$ cat src/bhlc_pkg.sv
// ----------------------------------------------------------------------------
// Bounded history list package
// Action, status and scan mode codes, field widths, configuration indexes,
// default sizes and the result record for the history list modules.
// ----------------------------------------------------------------------------
package bhlc_pkg;

    // Default sizes
    localparam int DEPTH_DEF     = 64;
    localparam int KEY_WIDTH_DEF = 32;

    // Fixed field widths
    localparam int ACT_W     = 3;
    localparam int IN_KEY_W  = 32;
    localparam int OFFSET_W  = 8;
    localparam int LIMIT_W   = 7;
    localparam int STATUS_W  = 2;
    localparam int OUT_KEY_W = 32;
    localparam int POS_W     = 6;
    localparam int CAP_W     = 7;
    localparam int CFG_IDX_W = 1;
    localparam int CFG_DAT_W = 7;

    // Actions
    localparam logic [ACT_W-1:0] ACT_ADD       = 3'd0;
    localparam logic [ACT_W-1:0] ACT_GOTO      = 3'd1;
    localparam logic [ACT_W-1:0] ACT_READ_REL  = 3'd2;
    localparam logic [ACT_W-1:0] ACT_READ_BACK = 3'd3;
    localparam logic [ACT_W-1:0] ACT_READ_FWD  = 3'd4;

    // Status codes
    localparam logic [STATUS_W-1:0] STAT_DONE    = 2'd0;
    localparam logic [STATUS_W-1:0] STAT_IGNORED = 2'd1;
    localparam logic [STATUS_W-1:0] STAT_MISS    = 2'd2;

    // Configuration register indexes
    localparam logic [CFG_IDX_W-1:0] CFG_CAPACITY = 1'b0;
    localparam logic [CFG_IDX_W-1:0] CFG_ENABLE   = 1'b1;

    localparam logic [CAP_W-1:0] CAP_RESET = 7'd64;

    // Scan modes
    localparam logic [1:0] MODE_GOTO = 2'd0;
    localparam logic [1:0] MODE_REL  = 2'd1;
    localparam logic [1:0] MODE_LIST = 2'd2;

    typedef struct packed {
        logic [STATUS_W-1:0]  status;
        logic [OUT_KEY_W-1:0] key;
        logic [POS_W-1:0]     position;
        logic [POS_W-1:0]     back;
        logic [POS_W-1:0]     fwd;
        logic                 present;
        logic                 evicted;
        logic                 changed;
        logic                 last;
    } result_t;

endpackage

$ cat src/bounded_history_list_cursor.sv
// ----------------------------------------------------------------------------
// Bounded history list with cursor
// Keeps up to DEPTH keys in a ring of cells with a cursor; supports add,
// go-to, relative read and back/forward list reads.
// ----------------------------------------------------------------------------
// Add and any ignored request: one result on the cycle after acceptance,
//   and the next request may start in that same cycle.
// Go-to, relative read and list reads: busy while the cell ring rotates
//   once; results come out as the entries pass cell zero.
// List reads emit one result per cycle, up to limit results.
// Reset: empty list, no cursor, capacity 64, adding enabled.
module bounded_history_list_cursor #(
    parameter int DEPTH     = bhlc_pkg::DEPTH_DEF,
    parameter int KEY_WIDTH = bhlc_pkg::KEY_WIDTH_DEF
) (
    input  logic                              clk,
    input  logic                              rst_n,
    input  logic                              start,
    output logic                              busy,
    input  logic [bhlc_pkg::ACT_W-1:0]        action,
    input  logic [bhlc_pkg::IN_KEY_W-1:0]     item_key,
    input  logic signed [bhlc_pkg::OFFSET_W-1:0] offset,
    input  logic [bhlc_pkg::LIMIT_W-1:0]      limit,
    output logic                              result_valid,
    output logic [bhlc_pkg::STATUS_W-1:0]     status,
    output logic [bhlc_pkg::OUT_KEY_W-1:0]    result_key,
    output logic [bhlc_pkg::POS_W-1:0]        result_position,
    output logic [bhlc_pkg::POS_W-1:0]        back_count,
    output logic [bhlc_pkg::POS_W-1:0]        forward_count,
    output logic                              current_present,
    output logic                              evicted,
    output logic                              changed,
    output logic                              last,
    input  logic                              cfg_valid,
    output logic                              cfg_ready,
    input  logic [bhlc_pkg::CFG_IDX_W-1:0]    cfg_index,
    input  logic [bhlc_pkg::CFG_DAT_W-1:0]    cfg_data
);

    import bhlc_pkg::*;

    localparam int IW = $clog2(DEPTH);
    localparam int CW = $clog2(DEPTH + 1);
    localparam int PW = IW + 9;

    localparam logic ST_IDLE = 1'b0;
    localparam logic ST_SCAN = 1'b1;

    // Control state
    logic             state_reg, state_next;
    logic [CW-1:0]    cnt_reg, cnt_next;
    logic [IW-1:0]    cur_reg, cur_next;
    logic [IW-1:0]    step_reg, step_next;
    logic [1:0]       mode_reg, mode_next;
    logic             found_reg, found_next;
    logic             res_v_reg, res_v_next;
    logic [CAP_W-1:0] cap_reg;
    logic             en_reg;

    // Payload
    logic [KEY_WIDTH-1:0] seek_reg, seek_next;
    logic [IW-1:0]        tgt_reg, tgt_next;
    logic [IW-1:0]        lastp_reg, lastp_next;
    result_t              res_reg, res_next;

    // Cell ring
    logic [KEY_WIDTH-1:0] cell_key [DEPTH];
    logic                 shift;
    logic                 wr_en;
    logic [IW-1:0]        wr_idx;
    logic [KEY_WIDTH-1:0] in_key;

    // Derived values
    logic                 have;
    logic [CW-1:0]        cap_eff;
    logic [CW-1:0]        back_now;
    logic [CW-1:0]        fwd_now;
    logic [CW-1:0]        base;
    logic                 evict;
    logic [CW-1:0]        n1;
    logic signed [PW-1:0] rel_pos;
    logic                 rel_ok;
    logic [CW-1:0]        side_cnt;
    logic [CW-1:0]        size;
    logic [CW-1:0]        lo;
    logic                 scan_end;
    result_t              ign_res;

    genvar g;
    generate
        for (g = 0; g < DEPTH; g++)
        begin : g_cell
            bhlc_cell #(
                .KEY_WIDTH (KEY_WIDTH),
                .IW        (IW),
                .INDEX     (g)
            ) u_cell (
                .clk      (clk),
                .shift    (shift),
                .next_key (cell_key[(g + 1) % DEPTH]),
                .wr_en    (wr_en),
                .wr_idx   (wr_idx),
                .wr_key   (in_key),
                .key      (cell_key[g])
            );
        end
    endgenerate

    assign in_key   = KEY_WIDTH'(item_key);
    assign have     = (cnt_reg != '0);
    assign cap_eff  = (cap_reg > CAP_W'(DEPTH)) ? CW'(DEPTH) : CW'(cap_reg);
    assign back_now = have ? CW'(cur_reg) : '0;
    assign fwd_now  = have ? (cnt_reg - CW'(cur_reg) - CW'(1)) : '0;

    // Add: truncate after the cursor, then drop the oldest when full
    assign base  = have ? (CW'(cur_reg) + CW'(1)) : '0;
    assign evict = (base != '0) && (base >= cap_eff)
                   && ((cur_reg != '0) || (cap_eff == CW'(1)));

    always_comb
    begin
        n1 = base - CW'(evict);
        if (n1 >= CW'(DEPTH))
        begin
            n1 = CW'(DEPTH - 1);
        end
    end

    assign rel_pos = $signed({{(PW - IW){1'b0}}, cur_reg}) + PW'(offset);
    assign rel_ok  = !rel_pos[PW-1]
                     && (rel_pos < $signed({{(PW - CW){1'b0}}, cnt_reg}));

    assign side_cnt = (action == ACT_READ_BACK) ? back_now : fwd_now;
    assign size     = (8'(side_cnt) > 8'(limit)) ? CW'(limit) : side_cnt;
    assign lo       = (action == ACT_READ_BACK) ? (back_now - size)
                                                : (CW'(cur_reg) + CW'(1));

    assign scan_end = (step_reg == IW'(DEPTH - 1));

    always_comb
    begin
        ign_res          = '0;
        ign_res.status   = STAT_IGNORED;
        ign_res.position = POS_W'(have ? cur_reg : '0);
        ign_res.back     = POS_W'(back_now);
        ign_res.fwd      = POS_W'(fwd_now);
        ign_res.present  = have;
        ign_res.last     = 1'b1;
    end

    always_comb
    begin
        state_next = state_reg;
        cnt_next   = cnt_reg;
        cur_next   = cur_reg;
        step_next  = step_reg;
        mode_next  = mode_reg;
        found_next = found_reg;
        seek_next  = seek_reg;
        tgt_next   = tgt_reg;
        lastp_next = lastp_reg;
        res_next   = res_reg;
        res_v_next = 1'b0;
        shift      = 1'b0;
        wr_en      = 1'b0;
        wr_idx     = n1[IW-1:0];

        unique case (state_reg)
            ST_IDLE:
            begin
                if (start)
                begin
                    unique case (action)
                        ACT_ADD:
                        begin
                            res_v_next = 1'b1;
                            if ((cap_eff == '0) || !en_reg)
                            begin
                                res_next = ign_res;
                            end
                            else
                            begin
                                wr_en             = 1'b1;
                                shift             = evict;
                                cur_next          = n1[IW-1:0];
                                cnt_next          = n1 + CW'(1);
                                res_next          = '0;
                                res_next.status   = STAT_DONE;
                                res_next.key      = OUT_KEY_W'(in_key);
                                res_next.position = POS_W'(n1);
                                res_next.back     = POS_W'(n1);
                                res_next.present  = 1'b1;
                                res_next.evicted  = evict;
                                res_next.changed  = 1'b1;
                                res_next.last     = 1'b1;
                            end
                        end
                        ACT_GOTO:
                        begin
                            if (!have || (in_key == '0))
                            begin
                                res_v_next = 1'b1;
                                res_next   = ign_res;
                            end
                            else
                            begin
                                state_next = ST_SCAN;
                                mode_next  = MODE_GOTO;
                                found_next = 1'b0;
                                seek_next  = in_key;
                                step_next  = '0;
                            end
                        end
                        ACT_READ_REL:
                        begin
                            if (!have)
                            begin
                                res_v_next = 1'b1;
                                res_next   = ign_res;
                            end
                            else if (!rel_ok)
                            begin
                                res_v_next      = 1'b1;
                                res_next        = ign_res;
                                res_next.status = STAT_MISS;
                            end
                            else
                            begin
                                state_next = ST_SCAN;
                                mode_next  = MODE_REL;
                                tgt_next   = rel_pos[IW-1:0];
                                step_next  = '0;
                            end
                        end
                        ACT_READ_BACK, ACT_READ_FWD:
                        begin
                            // nothing to emit: stay idle, no result
                            if (size != '0)
                            begin
                                state_next = ST_SCAN;
                                mode_next  = MODE_LIST;
                                tgt_next   = lo[IW-1:0];
                                lastp_next = IW'(lo + size - CW'(1));
                                step_next  = '0;
                            end
                        end
                        default:
                        begin
                            res_v_next = 1'b1;
                            res_next   = ign_res;
                        end
                    endcase
                end
            end

            ST_SCAN:
            begin
                // rotate the ring; cell zero holds entry step_reg
                shift     = 1'b1;
                step_next = scan_end ? '0 : (step_reg + IW'(1));
                if (scan_end)
                begin
                    state_next = ST_IDLE;
                end

                unique case (mode_reg)
                    MODE_GOTO:
                    begin
                        if (!found_reg && (CW'(step_reg) < cnt_reg)
                            && (cell_key[0] == seek_reg))
                        begin
                            found_next        = 1'b1;
                            cur_next          = step_reg;
                            res_v_next        = 1'b1;
                            res_next          = '0;
                            res_next.status   = STAT_DONE;
                            res_next.key      = OUT_KEY_W'(cell_key[0]);
                            res_next.position = POS_W'(step_reg);
                            res_next.back     = POS_W'(step_reg);
                            res_next.fwd      = POS_W'(cnt_reg - CW'(step_reg) - CW'(1));
                            res_next.present  = 1'b1;
                            res_next.changed  = 1'b1;
                            res_next.last     = 1'b1;
                        end
                        else if (scan_end && !found_reg)
                        begin
                            res_v_next      = 1'b1;
                            res_next        = ign_res;
                            res_next.status = STAT_MISS;
                        end
                    end
                    MODE_REL:
                    begin
                        if (step_reg == tgt_reg)
                        begin
                            res_v_next        = 1'b1;
                            res_next          = ign_res;
                            res_next.status   = STAT_DONE;
                            res_next.key      = OUT_KEY_W'(cell_key[0]);
                            res_next.position = POS_W'(step_reg);
                        end
                    end
                    MODE_LIST:
                    begin
                        if ((step_reg >= tgt_reg) && (step_reg <= lastp_reg))
                        begin
                            res_v_next        = 1'b1;
                            res_next          = ign_res;
                            res_next.status   = STAT_DONE;
                            res_next.key      = OUT_KEY_W'(cell_key[0]);
                            res_next.position = POS_W'(step_reg);
                            res_next.last     = (step_reg == lastp_reg);
                        end
                    end
                    default:
                    begin
                        res_v_next = 1'b0;
                    end
                endcase
            end

            default:
            begin
                state_next = ST_IDLE;
            end
        endcase
    end

    always_ff @(posedge clk or negedge rst_n)
    begin
        if (!rst_n)
        begin
            state_reg <= ST_IDLE;
            cnt_reg   <= '0;
            cur_reg   <= '0;
            step_reg  <= '0;
            mode_reg  <= MODE_GOTO;
            found_reg <= 1'b0;
            res_v_reg <= 1'b0;
        end
        else
        begin
            state_reg <= state_next;
            cnt_reg   <= cnt_next;
            cur_reg   <= cur_next;
            step_reg  <= step_next;
            mode_reg  <= mode_next;
            found_reg <= found_next;
            res_v_reg <= res_v_next;
        end
    end

    always_ff @(posedge clk)
    begin
        seek_reg  <= seek_next;
        tgt_reg   <= tgt_next;
        lastp_reg <= lastp_next;
        res_reg   <= res_next;
    end

    // Configuration registers
    always_ff @(posedge clk or negedge rst_n)
    begin
        if (!rst_n)
        begin
            cap_reg <= CAP_RESET;
            en_reg  <= 1'b1;
        end
        else if (cfg_valid)
        begin
            unique case (cfg_index)
                CFG_CAPACITY: cap_reg <= CAP_W'(cfg_data);
                CFG_ENABLE:   en_reg  <= cfg_data[0];
                default:      en_reg  <= en_reg;
            endcase
        end
    end

    assign cfg_ready       = 1'b1;
    assign busy            = (state_reg == ST_SCAN);
    assign result_valid    = res_v_reg;
    assign status          = res_reg.status;
    assign result_key      = res_reg.key;
    assign result_position = res_reg.position;
    assign back_count      = res_reg.back;
    assign forward_count   = res_reg.fwd;
    assign current_present = res_reg.present;
    assign evicted         = res_reg.evicted;
    assign changed         = res_reg.changed;
    assign last            = res_reg.last;

    a_cnt_bound: assert property (@(posedge clk) disable iff (!rst_n)
        cnt_reg <= CW'(DEPTH))
        else $error("entry count above depth");

    a_cursor_in_list: assert property (@(posedge clk) disable iff (!rst_n)
        (cnt_reg != '0) |-> (CW'(cur_reg) < cnt_reg))
        else $error("cursor beyond last entry");

    a_empty_cursor: assert property (@(posedge clk) disable iff (!rst_n)
        (cnt_reg == '0) |-> (cur_reg == '0))
        else $error("cursor set on empty list");

    a_add_answers: assert property (@(posedge clk) disable iff (!rst_n)
        (start && !busy && (action == ACT_ADD)) |=> result_valid)
        else $error("add request gave no result");

    a_scan_ends: assert property (@(posedge clk) disable iff (!rst_n)
        ((state_reg == ST_SCAN) && scan_end) |=> (state_reg == ST_IDLE))
        else $error("ring scan did not finish after one turn");

endmodule

$ cat src/bhlc_cell.sv
// ----------------------------------------------------------------------------
// History list cell
// Holds one key of the list. Takes a new key when its own index is written,
// otherwise takes its right neighbor's key when the chain shifts.
// ----------------------------------------------------------------------------
module bhlc_cell #(
    parameter int KEY_WIDTH = bhlc_pkg::KEY_WIDTH_DEF,
    parameter int IW        = 6,
    parameter int INDEX     = 0
) (
    input  logic                 clk,
    input  logic                 shift,
    input  logic [KEY_WIDTH-1:0] next_key,
    input  logic                 wr_en,
    input  logic [IW-1:0]        wr_idx,
    input  logic [KEY_WIDTH-1:0] wr_key,
    output logic [KEY_WIDTH-1:0] key
);

    logic [KEY_WIDTH-1:0] key_reg;
    logic [KEY_WIDTH-1:0] key_next;

    always_comb
    begin
        key_next = key_reg;
        if (wr_en && (wr_idx == IW'(INDEX)))
        begin
            key_next = wr_key;
        end
        else if (shift)
        begin
            key_next = next_key;
        end
    end

    always_ff @(posedge clk)
    begin
        key_reg <= key_next;
    end

    assign key = key_reg;

endmodule
$ cat config.mk
export PLATFORM = sky130hd
export DESIGN_NAME = bounded_history_list_cursor
export DESIGN_NICKNAME = d
export VERILOG_FILES = /design/src/bhlc_pkg.sv /design/src/bounded_history_list_cursor.sv /design/src/bhlc_cell.sv
export SDC_FILE = /design/constraint.sdc
export NUM_CORES = 2
export LEC_CHECK = 0
export BUFFER_PORTS_ARGS = -buffer_cell sky130_fd_sc_hd__buf_2
export CORE_MARGIN = 2
export CORE_UTILIZATION = 55
export DETAILED_ROUTE_END_ITERATION = 16
export HOLD_SLACK_MARGIN = 0.03
export PLACE_DENSITY = 0.71
export SETUP_SLACK_MARGIN = 0.3
export SYNTH_ARGS = -nofsm -noshare
export SYNTH_HDL_FRONTEND = slang
export SYNTH_SLANG_ARGS = --single-unit
$ cat constraint.sdc
create_clock -name clk -period 10.6 [get_ports clk]
set_clock_uncertainty 0.2 [all_clocks]
set_input_delay 1.06 -clock clk [delete_from_list [all_inputs] [get_ports clk]]
set_output_delay 1.06 -clock clk [all_outputs]
set_load 0.005 [all_outputs]
==> impl_metrics.toml <==
[synth]
ys_seq_elements = 2180
ys_seq_area_share_pct = 67.2
ys.flop_type = "edfxtp_1"
synth-compound-area-share_pct = 1.78
yosys.area_share.adder_pct = 1.12
yosys.area_share.simple_pct = 2.17
ys_types = 88
synth.cell_area_um2 = 97200
syn_inst = 5610
muxShareOfSynthArea_pct = 24.1
syn_area_per_cell_um2 = 17.3
synth_fp_nets = 5756
synth_warnings = 0
synthXorXnorAreaFrac_pct = 0.577
ys_async_sr_fraction_pct = 1.47
synth_top_family_by_area = "multiplexers"
synth_edf_count = 2148

[critical_path]
arrival_ns = 8.51
ff2ff_setup_slack_ns = 2.34
cp_max_fo = 33
crit_required_ns = 10.85
rr_worst_depth = 22
end_kind = "flip-flop"
crit_type = "reg2reg"
r2r-end = "g_cell[37].u_cell.key[14]"
start_kind = "flip-flop"
reg2reg_from = "cnt_reg[0]"

[clock_tree]
cts_root_buf = "clkbuf_16"
cts_tree = "yes"
clk_latency_ns = 0.85
cts.clk_slew.worst_paths_ns = 0.06
post-cts-setup-buffer-count = 0
clock_path_buffers = 3
cts_resized = 0
hold_buffers = 0
numCtsBuffers = 218
clock_sinks = 2180
htreeDepth = 4

[final_layout]
final_cell_mix = "edfxtp_1, mux2_2, clkbuf_16"
area_delta_synth_final_pct = 9.12
multiInputGateArea_um2 = 28900
seq_area_um2 = 65300
fillers = 12600
final_common_cell = "edfxtp_1"
instances_no_fill = 8134
final_nets = 5754
layout-drive-gt1-share_pct = 44.6
largest_register_ffs = 2048

[place]
io_buffers = 119
post-dp-hpwl_mm = 137
dp.cells = 7728
routabilityCongestion = 0.898

[timing]
hold_slack_ns = 0.115
max_freq_ghz = 0.121
rsz0062_at_grt = "no"
hold_violations = 0
finalCritPeriodShare_pct = 77.9
fin_setup_tns_ns = 0
slew_headroom_pct = 12.9
tightest_slew_ns = 1.30
slew_violations = 0
post-route-min-period_ns = 8.26
setup_violations = 0

[global_routing]
grt_pass1_vias = 50400
track_usage_pct = 25.2
grt_pass1_wl_mm = 339
grt.overflow.total = 0
antenna_found_initial = 5
grt_max_degree = 68

[route]
wl_met2_mm = 107
via_count = 49900
firstDrtPassIters = 6
wl_mm = 228
routed.top_layer = "met4"
route.detailed.drc = 0
met1_length_mm = 101
wl_met3_mm = 15.1
wire_per_inst_um = 28.1
ant_nets = 0
drt_iter0_drc = 5025
vias_per_cell = 6.13

[power]
powerDensity_nw_per_um2 = 316
p_total_mw = 33.5
ir_worst_vdd_mv = 0.242
leakagePower_nw = 35.3

[die]
die_y_um = 424
io_pins = 121
core_um2 = 176000
die_w_um = 424
die_area_um2 = 180000
row_count = 154
initial_utilization_pct = 55.2

[worst_hold_path]
hold_path_class = "in2async"

[job]
drv_cap = 0

[status]
outcome = "completed"
[logic make-up after synthesis]
group / Yosys count
other: 1
adder cells (fa/ha/maj): 84
AND/OR/NAND/NOR: 396
XOR/XNOR: 64
AO/OA/AOI/OAI: 242
buffers and inverters: 572
flip-flops: 2180
multiplexers: 2071
[power breakdown]
group	switching (mW)	total, mW	leakage, nW	internal (mW)
Combinational	5.14	9.06	11.0	3.92
Clock	3.27	7.33	3.29	4.06
Sequential	1.55	17.1	21.0	15.6
[routing by layer]
metal  track usage [%]  vias to the layer above
li1                  -                    21600
met1              36.8                    26000
met2              39.6                     1920
met3              4.02                      335
met4              7.03                        0
met5                 0                        -
[through the flow]
stage / util [%] / setup WS, ns / cell area, um^2
after floorplan: - / 3.04 / 97200
after global placement: 56.5 / 2.55 / 99300
after detailed placement: 56.5 / 2.42 / 99300
after CTS: 60.3 / 2.38 / 106000
after global routing: 60.3 / 1.77 / 106000
final: 60.3 / 2.34 / 106000
[layout make-up]
cell class / count / share of cell area [%]
antenna: 4 / 0.00944
clock buffer: 287 / 5.49
clock inverter: 115 / 0.834
inverter: 69 / 0.244
multi-input combinational: 2858 / 27.3
sequential: 2180 / 61.6
tap: 2340 / 2.76
timing repair buffer: 281 / 1.81
[how the worst max path moves through the flow]
stage | depth (start not counted) | slack (ns) | to | from
after global placement | 22 | 2.55 | g_cell[33].u_cell.key[24] | cnt_reg[0]
after floorplan | 30 | 3.04 | g_cell[50].u_cell.key[0] | cnt_reg[6]
after global routing | 22 | 1.77 | g_cell[33].u_cell.key[24] | cnt_reg[0]
after detailed placement | 22 | 2.42 | g_cell[33].u_cell.key[30] | cnt_reg[0]
final | 22 | 2.34 | g_cell[37].u_cell.key[14] | cnt_reg[0]
after CTS | 22 | 2.38 | g_cell[33].u_cell.key[7] | cnt_reg[0]
[synth_stat cells (8+ instances only)]
cell type	number	area share, %
mux2_4	29	0.45
nand4_1	11	0.071
mux2_1	103	1.2
inv_1	69	0.27
buf_6	57	0.66
nand2b_1	36	0.23
dfrtp_1	30	0.77
a21oi_1	38	0.20
ha_1	79	1.0
o21ai_0	45	0.23
nand3_1	20	0.10
o22ai_1	8	0.051
buf_8	9	0.14
buf_4	21	0.16
mux2i_1	13	0.13
nor4_1	18	0.12
xnor2_1	44	0.40
and3_1	35	0.23
clkbuf_1	261	1.0
a31oi_1	12	0.077
nor2_1	51	0.20
a211oi_1	12	0.093
nand2_1	128	0.49
a22o_1	33	0.30
edfxtp_1	2148	66
o21a_1	10	0.077
buf_2	147	0.76
and2_1	16	0.10
xor2_1	20	0.18
a21o_1	25	0.19
nor3_1	19	0.098
or3_1	11	0.071
mux2_2	1926	22
nand2_2	8	0.051
[critical path, cell delays in order (launching register included)]
cell	delay (ns)
dfrtp_1	0.45
or4_1	0.67
or2_1	0.42
nand2_1	0.18
ha_1	0.26
nand2b_1	0.15
a21o_1	0.17
a21o_1	0.17
a21o_1	0.18
a21o_1	0.17
a211o_1	0.33
and3_1	0.20
ha_1	0.25
ha_1	0.30
and2_1	0.20
a32oi_1	0.36
o21a_1	0.29
nand2_1	0.17
inv_1	0.12
ha_1	0.55
and3_1	0.36
nand2_2	0.47
nand2_1	1.17
Note: power is estimated with default switching activity, not from simulation.
